File: config.mk
export PLATFORM = sky130hd
export DESIGN_NAME = qfk_ctrl
export DESIGN_NICKNAME = d
export VERILOG_FILES = /design/src/qfk_pkg.sv /design/src/qfk_ctrl.sv
export VERILOG_INCLUDE_DIRS = /design/src /design/src/src
export SDC_FILE = /design/constraint.sdc
export NUM_CORES = 1
export LEC_CHECK = 0
export BUFFER_PORTS_ARGS = -buffer_cell sky130_fd_sc_hd__buf_2
export CORE_UTILIZATION = 50
export CTS_BUF_LIST = sky130_fd_sc_hd__clkbuf_8
export CTS_CLUSTER_DIAMETER = 40
export DETAILED_ROUTE_END_ITERATION = 10
export PLACE_DENSITY = 0.77
export SLEW_MARGIN = 20
export SYNTH_ARGS = -nofsm -noshare
export SYNTH_HDL_FRONTEND = slang
export SYNTH_SLANG_ARGS = --single-unit
File: constraint.sdc
create_clock -name clk -period 3.35 [get_ports clk]
set_clock_uncertainty 0.2 [all_clocks]
set_input_delay 0.1675 -clock clk [delete_from_list [all_inputs] [get_ports clk]]
set_output_delay 0.1675 -clock clk [all_outputs]
set_load 0.03 [all_outputs]
File: src/quaternion_forward_kinematics_macros.svh
// Assertion macros for the kinematics RTL
`ifndef QUATERNION_FORWARD_KINEMATICS_MACROS_SVH
`define QUATERNION_FORWARD_KINEMATICS_MACROS_SVH

// same-cycle implication, needs clk and rst_n in scope
`define QFK_ASSERT_NOW(label, ante, cons, msg) \
  label: assert property (@(posedge clk) disable iff (!rst_n) (ante) |-> (cons)) \
    else $error(msg);

// next-cycle implication
`define QFK_ASSERT_NEXT(label, ante, cons, msg) \
  label: assert property (@(posedge clk) disable iff (!rst_n) (ante) |=> (cons)) \
    else $error(msg);

`endif

File: src/qfk_pkg.sv
// Package: widths, multiply sequence table and controller/datapath bundles
`timescale 1ns / 1ps
package qfk_pkg;

  localparam int QW   = 16;
  localparam int VW   = 32;
  localparam int TW   = 36;
  localparam int HW   = 26;
  localparam int NW   = 26;
  localparam int AW   = 27;
  localparam int BW   = 37;
  localparam int PW   = 56;
  localparam int OFW  = 43;
  localparam int RADW = 52;
  localparam int SRW  = 28;
  localparam int DRW  = 28;
  localparam int CW   = 6;

  localparam logic [CW-1:0] ROT_LAST   = 6'd14;
  localparam logic [CW-1:0] ALL_LAST   = 6'd34;
  localparam logic [CW-1:0] SQRT_ITERS = 6'd26;
  localparam logic [CW-1:0] DIV_ITERS  = 6'd16;

  // A operand sources
  localparam logic [2:0] A_Q0 = 3'd0;
  localparam logic [2:0] A_Q1 = 3'd1;
  localparam logic [2:0] A_Q2 = 3'd2;
  localparam logic [2:0] A_Q3 = 3'd3;
  localparam logic [2:0] A_H0 = 3'd4;
  localparam logic [2:0] A_H1 = 3'd5;
  localparam logic [2:0] A_H2 = 3'd6;
  localparam logic [2:0] A_H3 = 3'd7;

  // B operand sources
  localparam logic [3:0] B_V0 = 4'd0;
  localparam logic [3:0] B_V1 = 4'd1;
  localparam logic [3:0] B_V2 = 4'd2;
  localparam logic [3:0] B_T0 = 4'd3;
  localparam logic [3:0] B_T1 = 4'd4;
  localparam logic [3:0] B_T2 = 4'd5;
  localparam logic [3:0] B_R0 = 4'd6;
  localparam logic [3:0] B_R1 = 4'd7;
  localparam logic [3:0] B_R2 = 4'd8;
  localparam logic [3:0] B_R3 = 4'd9;
  localparam logic [3:0] B_H0 = 4'd10;
  localparam logic [3:0] B_H1 = 4'd11;
  localparam logic [3:0] B_H2 = 4'd12;
  localparam logic [3:0] B_H3 = 4'd13;

  // accumulator destinations
  localparam logic [3:0] D_NONE = 4'd0;
  localparam logic [3:0] D_T0   = 4'd1;
  localparam logic [3:0] D_T1   = 4'd2;
  localparam logic [3:0] D_T2   = 4'd3;
  localparam logic [3:0] D_O0   = 4'd4;
  localparam logic [3:0] D_O1   = 4'd5;
  localparam logic [3:0] D_O2   = 4'd6;
  localparam logic [3:0] D_H0   = 4'd7;
  localparam logic [3:0] D_H1   = 4'd8;
  localparam logic [3:0] D_H2   = 4'd9;
  localparam logic [3:0] D_H3   = 4'd10;
  localparam logic [3:0] D_NSQ  = 4'd11;

  typedef struct packed {
    logic [2:0] a_sel;
    logic [3:0] b_sel;
    logic       sub;
    logic       first;
    logic       last;
    logic [3:0] dst;
  } step_t;

  typedef struct packed {
    logic          load;
    logic          mul_en;
    logic [CW-1:0] step;
    logic          sqrt_en;
    logic          div_load;
    logic          div_en;
    logic          fin;
  } cmd_t;

  typedef struct packed {
    logic is_root;
    logic given;
    logic out_free;
  } sts_t;

  function automatic step_t mk(input logic [2:0] a, input logic [3:0] b, input logic s,
                               input logic f, input logic l, input logic [3:0] d);
    step_t r;
    r.a_sel = a;
    r.b_sel = b;
    r.sub   = s;
    r.first = f;
    r.last  = l;
    r.dst   = d;
    return r;
  endfunction

  // rotation t = 2(u x v), v' = v + w t + u x t, then Hamilton product, then norm squared
  function automatic step_t step_rom(input logic [CW-1:0] idx);
    step_t r;
    case (idx)
      6'd0:    r = mk(A_Q1, B_V2, 1'b0, 1'b1, 1'b0, D_NONE);
      6'd1:    r = mk(A_Q2, B_V1, 1'b1, 1'b0, 1'b1, D_T0);
      6'd2:    r = mk(A_Q2, B_V0, 1'b0, 1'b1, 1'b0, D_NONE);
      6'd3:    r = mk(A_Q0, B_V2, 1'b1, 1'b0, 1'b1, D_T1);
      6'd4:    r = mk(A_Q0, B_V1, 1'b0, 1'b1, 1'b0, D_NONE);
      6'd5:    r = mk(A_Q1, B_V0, 1'b1, 1'b0, 1'b1, D_T2);
      6'd6:    r = mk(A_Q3, B_T0, 1'b0, 1'b1, 1'b0, D_NONE);
      6'd7:    r = mk(A_Q1, B_T2, 1'b0, 1'b0, 1'b0, D_NONE);
      6'd8:    r = mk(A_Q2, B_T1, 1'b1, 1'b0, 1'b1, D_O0);
      6'd9:    r = mk(A_Q3, B_T1, 1'b0, 1'b1, 1'b0, D_NONE);
      6'd10:   r = mk(A_Q2, B_T0, 1'b0, 1'b0, 1'b0, D_NONE);
      6'd11:   r = mk(A_Q0, B_T2, 1'b1, 1'b0, 1'b1, D_O1);
      6'd12:   r = mk(A_Q3, B_T2, 1'b0, 1'b1, 1'b0, D_NONE);
      6'd13:   r = mk(A_Q0, B_T1, 1'b0, 1'b0, 1'b0, D_NONE);
      6'd14:   r = mk(A_Q1, B_T0, 1'b1, 1'b0, 1'b1, D_O2);
      6'd15:   r = mk(A_Q3, B_R0, 1'b0, 1'b1, 1'b0, D_NONE);
      6'd16:   r = mk(A_Q0, B_R3, 1'b0, 1'b0, 1'b0, D_NONE);
      6'd17:   r = mk(A_Q1, B_R2, 1'b0, 1'b0, 1'b0, D_NONE);
      6'd18:   r = mk(A_Q2, B_R1, 1'b1, 1'b0, 1'b1, D_H0);
      6'd19:   r = mk(A_Q3, B_R1, 1'b0, 1'b1, 1'b0, D_NONE);
      6'd20:   r = mk(A_Q0, B_R2, 1'b1, 1'b0, 1'b0, D_NONE);
      6'd21:   r = mk(A_Q1, B_R3, 1'b0, 1'b0, 1'b0, D_NONE);
      6'd22:   r = mk(A_Q2, B_R0, 1'b0, 1'b0, 1'b1, D_H1);
      6'd23:   r = mk(A_Q3, B_R2, 1'b0, 1'b1, 1'b0, D_NONE);
      6'd24:   r = mk(A_Q0, B_R1, 1'b0, 1'b0, 1'b0, D_NONE);
      6'd25:   r = mk(A_Q1, B_R0, 1'b1, 1'b0, 1'b0, D_NONE);
      6'd26:   r = mk(A_Q2, B_R3, 1'b0, 1'b0, 1'b1, D_H2);
      6'd27:   r = mk(A_Q3, B_R3, 1'b0, 1'b1, 1'b0, D_NONE);
      6'd28:   r = mk(A_Q0, B_R0, 1'b1, 1'b0, 1'b0, D_NONE);
      6'd29:   r = mk(A_Q1, B_R1, 1'b1, 1'b0, 1'b0, D_NONE);
      6'd30:   r = mk(A_Q2, B_R2, 1'b1, 1'b0, 1'b1, D_H3);
      6'd31:   r = mk(A_H0, B_H0, 1'b0, 1'b1, 1'b0, D_NONE);
      6'd32:   r = mk(A_H1, B_H1, 1'b0, 1'b0, 1'b0, D_NONE);
      6'd33:   r = mk(A_H2, B_H2, 1'b0, 1'b0, 1'b0, D_NONE);
      6'd34:   r = mk(A_H3, B_H3, 1'b0, 1'b0, 1'b1, D_NSQ);
      default: r = mk(A_Q0, B_V0, 1'b0, 1'b1, 1'b0, D_NONE);
    endcase
    return r;
  endfunction

endpackage

File: src/qfk_ctrl.sv
// Controller: sequences load, multiply steps, square root, division and write-back
`timescale 1ns / 1ps
`include "quaternion_forward_kinematics_macros.svh"
module qfk_ctrl import qfk_pkg::*; (
  input  logic clk,
  input  logic rst_n,
  input  logic in_valid,
  output logic in_stall,
  input  sts_t sts,
  output cmd_t cmd
);

  localparam logic [2:0] S_IDLE  = 3'd0;
  localparam logic [2:0] S_READ  = 3'd1;
  localparam logic [2:0] S_MUL   = 3'd2;
  localparam logic [2:0] S_DRAIN = 3'd3;
  localparam logic [2:0] S_SQRT  = 3'd4;
  localparam logic [2:0] S_DVI   = 3'd5;
  localparam logic [2:0] S_DIV   = 3'd6;
  localparam logic [2:0] S_FIN   = 3'd7;

  logic [2:0]    state_r, state_nxt;
  logic [CW-1:0] cnt_r, cnt_nxt;
  logic [CW-1:0] mul_last;

  assign mul_last = sts.given ? ROT_LAST : ALL_LAST;
  assign in_stall = (state_r != S_IDLE);

  always_comb begin
    state_nxt    = state_r;
    cnt_nxt      = cnt_r;
    cmd          = '0;
    cmd.step     = cnt_r;
    case (state_r)
      S_IDLE: begin
        if (in_valid) begin
          cmd.load  = 1'b1;
          state_nxt = S_READ;
        end
      end
      S_READ: begin
        cnt_nxt   = '0;
        state_nxt = sts.is_root ? S_FIN : S_MUL;
      end
      S_MUL: begin
        cmd.mul_en = 1'b1;
        if (cnt_r == mul_last) begin
          state_nxt = S_DRAIN;
        end else begin
          cnt_nxt = cnt_r + 1'b1;
        end
      end
      S_DRAIN: begin
        cnt_nxt   = '0;
        state_nxt = sts.given ? S_FIN : S_SQRT;
      end
      S_SQRT: begin
        cmd.sqrt_en = 1'b1;
        if (cnt_r == SQRT_ITERS - 1'b1) begin
          state_nxt = S_DVI;
        end else begin
          cnt_nxt = cnt_r + 1'b1;
        end
      end
      S_DVI: begin
        cmd.div_load = 1'b1;
        cnt_nxt      = '0;
        state_nxt    = S_DIV;
      end
      S_DIV: begin
        cmd.div_en = 1'b1;
        if (cnt_r == DIV_ITERS - 1'b1) begin
          state_nxt = S_FIN;
        end else begin
          cnt_nxt = cnt_r + 1'b1;
        end
      end
      S_FIN: begin
        cmd.fin = 1'b1;
        if (sts.out_free) begin
          state_nxt = S_IDLE;
        end
      end
      default: begin
        state_nxt = S_IDLE;
      end
    endcase
  end

  always_ff @(posedge clk) begin
    if (!rst_n) begin
      state_r <= S_IDLE;
      cnt_r   <= '0;
    end else begin
      state_r <= state_nxt;
      cnt_r   <= cnt_nxt;
    end
  end

  `QFK_ASSERT_NEXT(a_accept_read, in_valid && !in_stall, state_r == S_READ, "accepted word did not start a read")
  `QFK_ASSERT_NOW(a_mul_range, state_r == S_MUL, cnt_r <= ALL_LAST, "multiply step beyond table")
  `QFK_ASSERT_NEXT(a_fin_idle, state_r == S_FIN && sts.out_free, state_r == S_IDLE, "write-back did not return to idle")

endmodule

==> Yosys cells after proc, flatten, opt, wreduce, memory -nomap -nowiden <==
Cells that the tools add are included.
Widths: inputs -> output; s select.
{ "word_totals": {"in_bits": 6, "out_inout_bits": 13, "regBits": 9} }
{ "op_classes": {"eq_ne": 18, "reduce_logical": 6, "addsub": 1, "n_mux": 20} }
{ "op_table": {"columns": ["operator", "count"], "rows": [
  ["$mux 6", 4],
  ["$pmux 3 s8", 1],
  ["$pmux 6 s4", 1],
  ["$mux 3", 6],
  ["$ne 2x2->1 const B", 8],
  ["$eq 3x3->1 const B", 4],
  ["$mux 1", 7],
  ["$add 6x1->6 const B", 1],
  ["$eq 3x2->1 const B", 2],
  ["$eq 6x4->1 const B", 1],
  ["$eq 6x5->1 const B", 1],
  ["$eq 6x6->1", 1],
  ["$reduce_and 5->1", 1],
  ["$reduce_and 4->1", 1],
  ["$reduce_bool 4->1", 1],
  ["$eq 3x1->1 const B", 1],
  ["$logic_not 3->1", 1],
  ["$reduce_bool 3->1", 1],
  ["$reduce_or 3->1", 1],
  ["$mux 2", 1]
]} }

==> Depth between registers and ports, before layout <==
Gate-level depths: netlist of the first run.
{ "depth": {"word_depth": 4, "ltp_mapped": 7, "mapped_depth_nobuf": 7} }

==> Worst setup path before layout of the first run <==
Ideal clock, no wire load.
{ "synth_timing": {"path_type": "register to register", "startpoint": "reg cnt_r[5]", "endpoint": "reg cnt_r[0]", "setup_time_ps": 69, "path_stages_with_launch": 6, "t_arrival_ps": 1967, "period_less_slack_ps": 2236, "path_slack_ps": 1114, "required_ps": 3081, "cell_sequence": "dfxtp_1 > or4b_4 > a2111oi_4 > o21bai_2 > or3_1 > o21ai_2"} }
{ "synth_via": {"elab_chain_len": 3, "elab_cells_between_ends": 7} }
{ "synth_rtl": {"columns": ["element", "line_no", "rtl"], "rows": [
  ["start, declared", "qfk_ctrl.sv:23", "logic [CW-1:0] cnt_r, cnt_nxt;"],
  ["start signal, assigned", "qfk_ctrl.sv:96", "cnt_r <= cnt_nxt;"],
  ["$eq 6x4->1 (tied with other cells)", "qfk_ctrl.sv:72", "if (cnt_r == DIV_ITERS - 1'b1) begin"],
  ["$ne 2x2->1 (no source line)", null, null],
  ["$reduce_and 4->1 (no source line) *", null, null]
]} }
Mark *: on every way between the ends. The rest lies on a longest branch, timed or not.
A chain may end at the register's enable or synchronous reset.

==> Final worst setup path of the first run <==
{ "layout_timing": {"startpoint": "reg cnt_r[2]", "endpoint": "reg cnt_r[0]"} }
Same word-level chain as after synthesis.

==> results of run 1 <==
==> critical path: stages (launching register included) <==
cell       delay [ns]
dfxtp_1          0.38
or4b_4           0.59
a2111oi_4        0.40
o21bai_2         0.17
or3_1            0.35
o21ai_2          0.07
==> stage by stage <==
step	cells	hold WS (ns)	area, um2	setup slack (ns)
after floorplan	88	0.0737	679	1.11
after detailed placement	117	0.218	776	1.15
after global routing	122	0.0566	831	1.03
final	122	0.0468	831	1.13
after global placement	117	0.208	776	1.23
after CTS	122	0.0415	831	1.14
==> placed cells by master, fill, tap and decap left out, types with 3 or more instances in the layout <==
cell | Yosys | routed
clkbuf_8 | 0 | 3
and3_1 | 3 | 3
nand2_1 | 9 | 9
o21ai_0 | 7 | 7
inv_1 | 7 | 8
nand3_1 | 5 | 5
dfxtp_1 | 9 | 9
nor2_1 | 8 | 8
ha_1 | 3 | 3
a21oi_1 | 4 | 4
buf_2 | 0 | 18
==> flip-flops by register name, summed over array words and instances (netlist names) <==
signal and cells:
cnt_r 6, state_r 3
==> power by group <==
group | total, uW | leakage [uW] | switching [uW] | internal (uW)
clock | 129 | 0.0000269 | 48.3 | 80.3
sequential | 193 | 0.0000734 | 62.2 | 131
combinational | 273 | 0.000275 | 172 | 100
==> layer usage <==
layer / vias to the layer above / wire length [um] / GRT usage
met5: - / 0 / 0
met4: 0 / 23 / 0.129
met3: 4 / 120 / 0.0520
met2: 31 / 743 / 0.379
met1: 339 / 798 / 0.390
li1: 361 / - / -
==> layout make-up <==
cell class                 count  area [um2]  area share
timing repair buffer          19         100       0.120
clock buffer                   3        41.3      0.0497
clock inverter                 1        3.75     0.00452
inverter                       7        26.3      0.0316
multi-input combinational     69         462       0.556
tap                           14        17.5      0.0211
sequential                     9         180       0.217
==> logic make-up after synthesis <==
logic type               count (synthesis)  synth area share
flip-flops                               9             0.265
AND/OR/NAND/NOR                         37             0.293
AO/OA/AOI/OAI                           27             0.304
buffers and inverters                   10            0.0553
multiplexers                             1            0.0147
adder cells (fa/ha/maj)                  3            0.0553
XOR/XNOR                                 1            0.0129
==> path summary, 6_finish.rpt <==
path,depth (start not counted),endpoint,slack (ns)
worst max-delay path,5,cnt_r[0],1.13
worst min-delay path,3,state_r[1],0.05
worst max register to register,5,cnt_r[0],1.13
worst min register to register,1,cnt_r[5],0.32
==> run metrics, run 1 <==
critical setup path kind reg -> reg; P_leak 0.000376 uW; type of the most critical hold path in -> reg; r2r startpoint cnt_r[2]; total congestion overflow 0; Clock Path Buffers 2; Placer Congestion 0.854; clk sinks 9; cts repair resizes 0; total track usage 0.272; DRC 0; Tightest Pin Transition 0.447 ns; Max Cap Viol 0; YS warnings 0; CTS tree yes; startpoint types register; Setup-failing EPs final 0; share of Yosys cell area claimed by the top area cell type 0.265; htree depth 1; Initial Util 0.573; share of cells above drive strength 1 0.250; Detailed Route WL 1.69 mm; DRT Pass-1 Iters 4; Cell Pwr Density 715 nW/um2; cts hold-fix bufs 1; vias in the first global route 602; Post-layout nets 118; DR vias 735; CP startpoint cnt_r[2]; number of buffers added on ports 18; synth cell count leaders 9 x dfxtp_1, 9 x nand2_1, 8 x nor2_1, 7 x inv_1, 7 x o21ai_0; min cycle time layout 2.22 ns; DRT antenna net count 0; CTS Root Cell clkbuf_8; Worst Path Arrival 2.19 ns; worst rel slew slack 0.701; synthesized area 679 um2; final hold violation count 0; synth-to-layout area growth 22.3%; largest net degree at the start of global routing 16; status finished, final reports clean; drt initial violations 30; first-pass GRT wire length 2.76 mm; post-CTS setup buffer count 0; Post-synth EDFFs 0; Async SR Flop Fraction 0; die width 38.9 um; Final Core Density 0.700; final worst-path cycle share 0.664; Sum Neg Setup Slack 0 ns; unrepaired setup endpoints after global routing false; WP data required 3.32 ns; Syn Inst Count 88; Mapped Nets 97; die area 1510 um2; Pins Over Slew Limit 0; I/O pin count 19; Yosys top cell by area dfxtp_1; register area share after synthesis 0.265; main flop type after synthesis dfxtp_1; Syn Area/Cell 7.72 um2; min-delay src rst_n; FILL cells 102; Post-DP HPWL 1.22 mm; Total Power 594 uW; Yosys reg bits 9; Area contributors post-synth dfxtp_1 27%, ha_1 5.5%, o21ai_0 5.2%, nand2_1 5.0%, nor2_1 4.4%; worst-path maximum fanout 9; TritonCTS Buffers 3; crit path capture type register; synth unique cells 33; cell row count 12; Routed wire per std cell 13.8 um; achievable clock frequency 0.450 GHz; initial antenna violation count 0; Core Region 1190 um2; clk_lat worst skew 0.24 ns; maximum vdd ir drop 447 uV; vias per inst 6.02; Die Height 38.9 um; Clock Pin Slew Worst Setup and Hold Paths 0.05 ns; Ant. Diodes 0
(Power assumes the default switching activity.)
==> run 2: changes to the inputs <==
--- a/config.mk
+++ b/config.mk
@@ -7,11 +7,11 @@
 export NUM_CORES = 1
 export LEC_CHECK = 0
 export BUFFER_PORTS_ARGS = -buffer_cell sky130_fd_sc_hd__buf_2
-export CORE_UTILIZATION = 50
+export CORE_UTILIZATION = 47
 export CTS_BUF_LIST = sky130_fd_sc_hd__clkbuf_8
 export CTS_CLUSTER_DIAMETER = 40
 export DETAILED_ROUTE_END_ITERATION = 10
-export PLACE_DENSITY = 0.77
+export PLACE_DENSITY = 0.76
 export SLEW_MARGIN = 20
 export SYNTH_ARGS = -nofsm -noshare
 export SYNTH_HDL_FRONTEND = slang
==> constraint.sdc (replaced) <==
create_clock -name clk -period 1.8 [get_ports clk]
set_clock_uncertainty 0.2 [all_clocks]
set_input_delay 0.09 -clock clk [delete_from_list [all_inputs] [get_ports clk]]
set_output_delay 0.09 -clock clk [all_outputs]
set_load 0.03 [all_outputs]
==> run 2 against run 1 <==
  * The run now ends with negative setup slack left
  * Combinational power rose to 3.1 times the previous value
  * Non-clock buffer count rose by 18
  * Design area rose by 27%
  * Sequential power rose by 55%
  * Worst setup slack got worse by 1.5 ns
  * Sequential cell count did not move
  * Critical path type unchanged
==> run metrics, run 2 (synthesis results as in run 1) <==
startpoint types register; CP max stage cell or4b_4; max reg flops 6 (unchanged); final worst-path setup slack -0.355 ns (-1.48 ns); die area 1600 um2 (+6.1%); DRT antenna net count 0 (unchanged); FILL cells 90 (-12%); DRC 0 (unchanged); Detailed Route WL 2.47 mm (+47%); DRT Pass-1 Iters 4 (unchanged); total track usage 0.326 (+0.0541); cell row count 13 (+1); commonest non-fill, non-tap cell in the layout buf_2; die width 40.0 um (+3.0%); clk_lat worst skew 0.23 ns (about the same); buffers plus inverters on the worst setup path 0 (unchanged); Core Region 1320 um2 (+11%); final hold violation count 0 (unchanged); worst path cell trace or4b_4 -> a2111oi_4 -> o21bai_2 -> or3_4 -> o21ai_2; htree depth 1 (unchanged); WHS 0.0452 ns (-0.00161 ns); initial antenna violation count 0 (unchanged); reg-to-reg slack, setup -0.36 ns (-1.48 ns); Worst Path Arrival 2.12 ns (-0.07 ns); critical setup path kind reg -> reg; Cell Pwr Density 1290 nW/um2 (+81%); achievable clock frequency 0.464 GHz (+3.2%); Crit path largest cell delay 0.55 ns (-0.04 ns); worst-path maximum fanout 5 (-4); vias per inst 5.93 (-1.6%); drt initial violations 25 (-17%); met1 WL 911 um (+14%); Clock Path Buffers 2 (unchanged); clk sinks 9 (unchanged); type of the most critical hold path in -> reg; Post-layout nets 136 (+15%); maximum vdd ir drop 872 uV (+95%); final worst-path cycle share 1.20 (+0.534); WL met2 1.31 mm (+77%); number of buffers added on ports 18 (unchanged); Placer Congestion 0.842 (-1.3%); I/O pin count 19 (unchanged); most frequent cells in the layout 18 x buf_2, 15 x buf_4, 8 x inv_1, 8 x nand2_1; Clock Pin Slew Worst Setup and Hold Paths 0.04 ns (about the same); Total Power 1370 uW (+130%); CTS tree yes; DR vias 836 (+14%); share of cells above drive strength 1 0.444 (+0.194); CTS Root Cell clkbuf_8; crit path capture type register; Post-DP HPWL 1.56 mm (+28%); Tightest Pin Transition 0.461 ns (+0.0137 ns); Setup-failing EPs final 7 (+7); worst rel slew slack 0.690 (-0.0120); Largest regs cnt_r (6), state_r (3); P_leak 0.000485 uW (+29%); Reg with most FFs cnt_r; top cell family by delay on the critical path simple AND/OR/NAND/NOR gates; total congestion overflow 0 (unchanged); DR top layer met4; first-pass GRT wire length 3.31 mm (+20%); failing checks negative setup slack; min cycle time layout 2.16 ns (-0.0686 ns); Die Height 40.0 um (+3.0%); Max Cap Viol 0 (unchanged); met3 WL post-DR 122 um (+1.7%); Initial Util 0.516 (-0.0571); TritonCTS Buffers 3 (unchanged); WP data required 1.77 ns (-1.55 ns); Ant. Diodes 0 (unchanged); synth-to-layout area growth 55.4%; vias in the first global route 772 (+28%); Routed wire per std cell 17.5 um (+27%); status finished with violations; largest net degree at the start of global routing 13 (-3); Pins Over Slew Limit 0 (unchanged); unrepaired setup endpoints after global routing true
[run 2: routing by layer]
| metal | track usage | up-vias |
|---|---|---|
| met5 | 0 | - |
| met1 | 0.285 | 376 |
| met2 | 0.617 | 47 |
| met3 | 0.100 | 17 |
| li1 | - | 396 |
| met4 | 0.224 | 0 |
[run 2: area by class of cell]
| cell class | instances | area [um2] | area share |
|---|---|---|---|
| multi-input combinational | 69 | 519 | 0.492 |
| tap | 15 | 18.8 | 0.0178 |
| sequential | 9 | 193 | 0.182 |
| timing repair buffer | 37 | 254 | 0.241 |
| inverter | 7 | 26.3 | 0.0249 |
| clock inverter | 1 | 3.75 | 0.00355 |
| clock buffer | 3 | 41.3 | 0.0391 |
[run 2: power breakdown]
| part | leakage (uW) | switching, uW | internal [uW] |
|---|---|---|---|
| clock | 0.0000269 | 81.7 | 149 |
| combinational | 0.000382 | 490 | 346 |
| sequential | 0.0000763 | 57.8 | 241 |
[run 2: final timing paths]
kind,start,end,depth (start not counted)
setup / recovery,cnt_r[3],cnt_r[0],5
hold / removal,sts[2],state_r[2],3
setup reg to reg,cnt_r[3],cnt_r[0],5
hold reg to reg,cnt_r[5],cnt_r[5],1
[run 2: per-stage QoR]
stage	instances	worst slack [ns]	setup TNS, ns	utilization	cell area (um2)
after floorplan	88	-0.211	-0.969	-	692
after global placement	133	-0.171	-0.840	0.694	915
after detailed placement	133	-0.246	-1.13	0.694	915
after CTS	141	-0.245	-1.35	0.789	1040
after global routing	141	-0.392	-2.31	0.802	1060
final	141	-0.355	-1.93	0.802	1060
[run 2: tightest hold or removal path, stage by stage]
cell	delay, ns
buf_2	0.10
o21ai_0	0.14
a221oi_1	0.09
[run 2: what timing repair did]
item,4_1_cts,5_1_grt
resized for setup,8,3
hold buffers,2,0
pin swaps,6,4
setup endpoints to repair,7,7
cloned,0,0
setup buffers,2,0
hold endpoints to repair,4,0
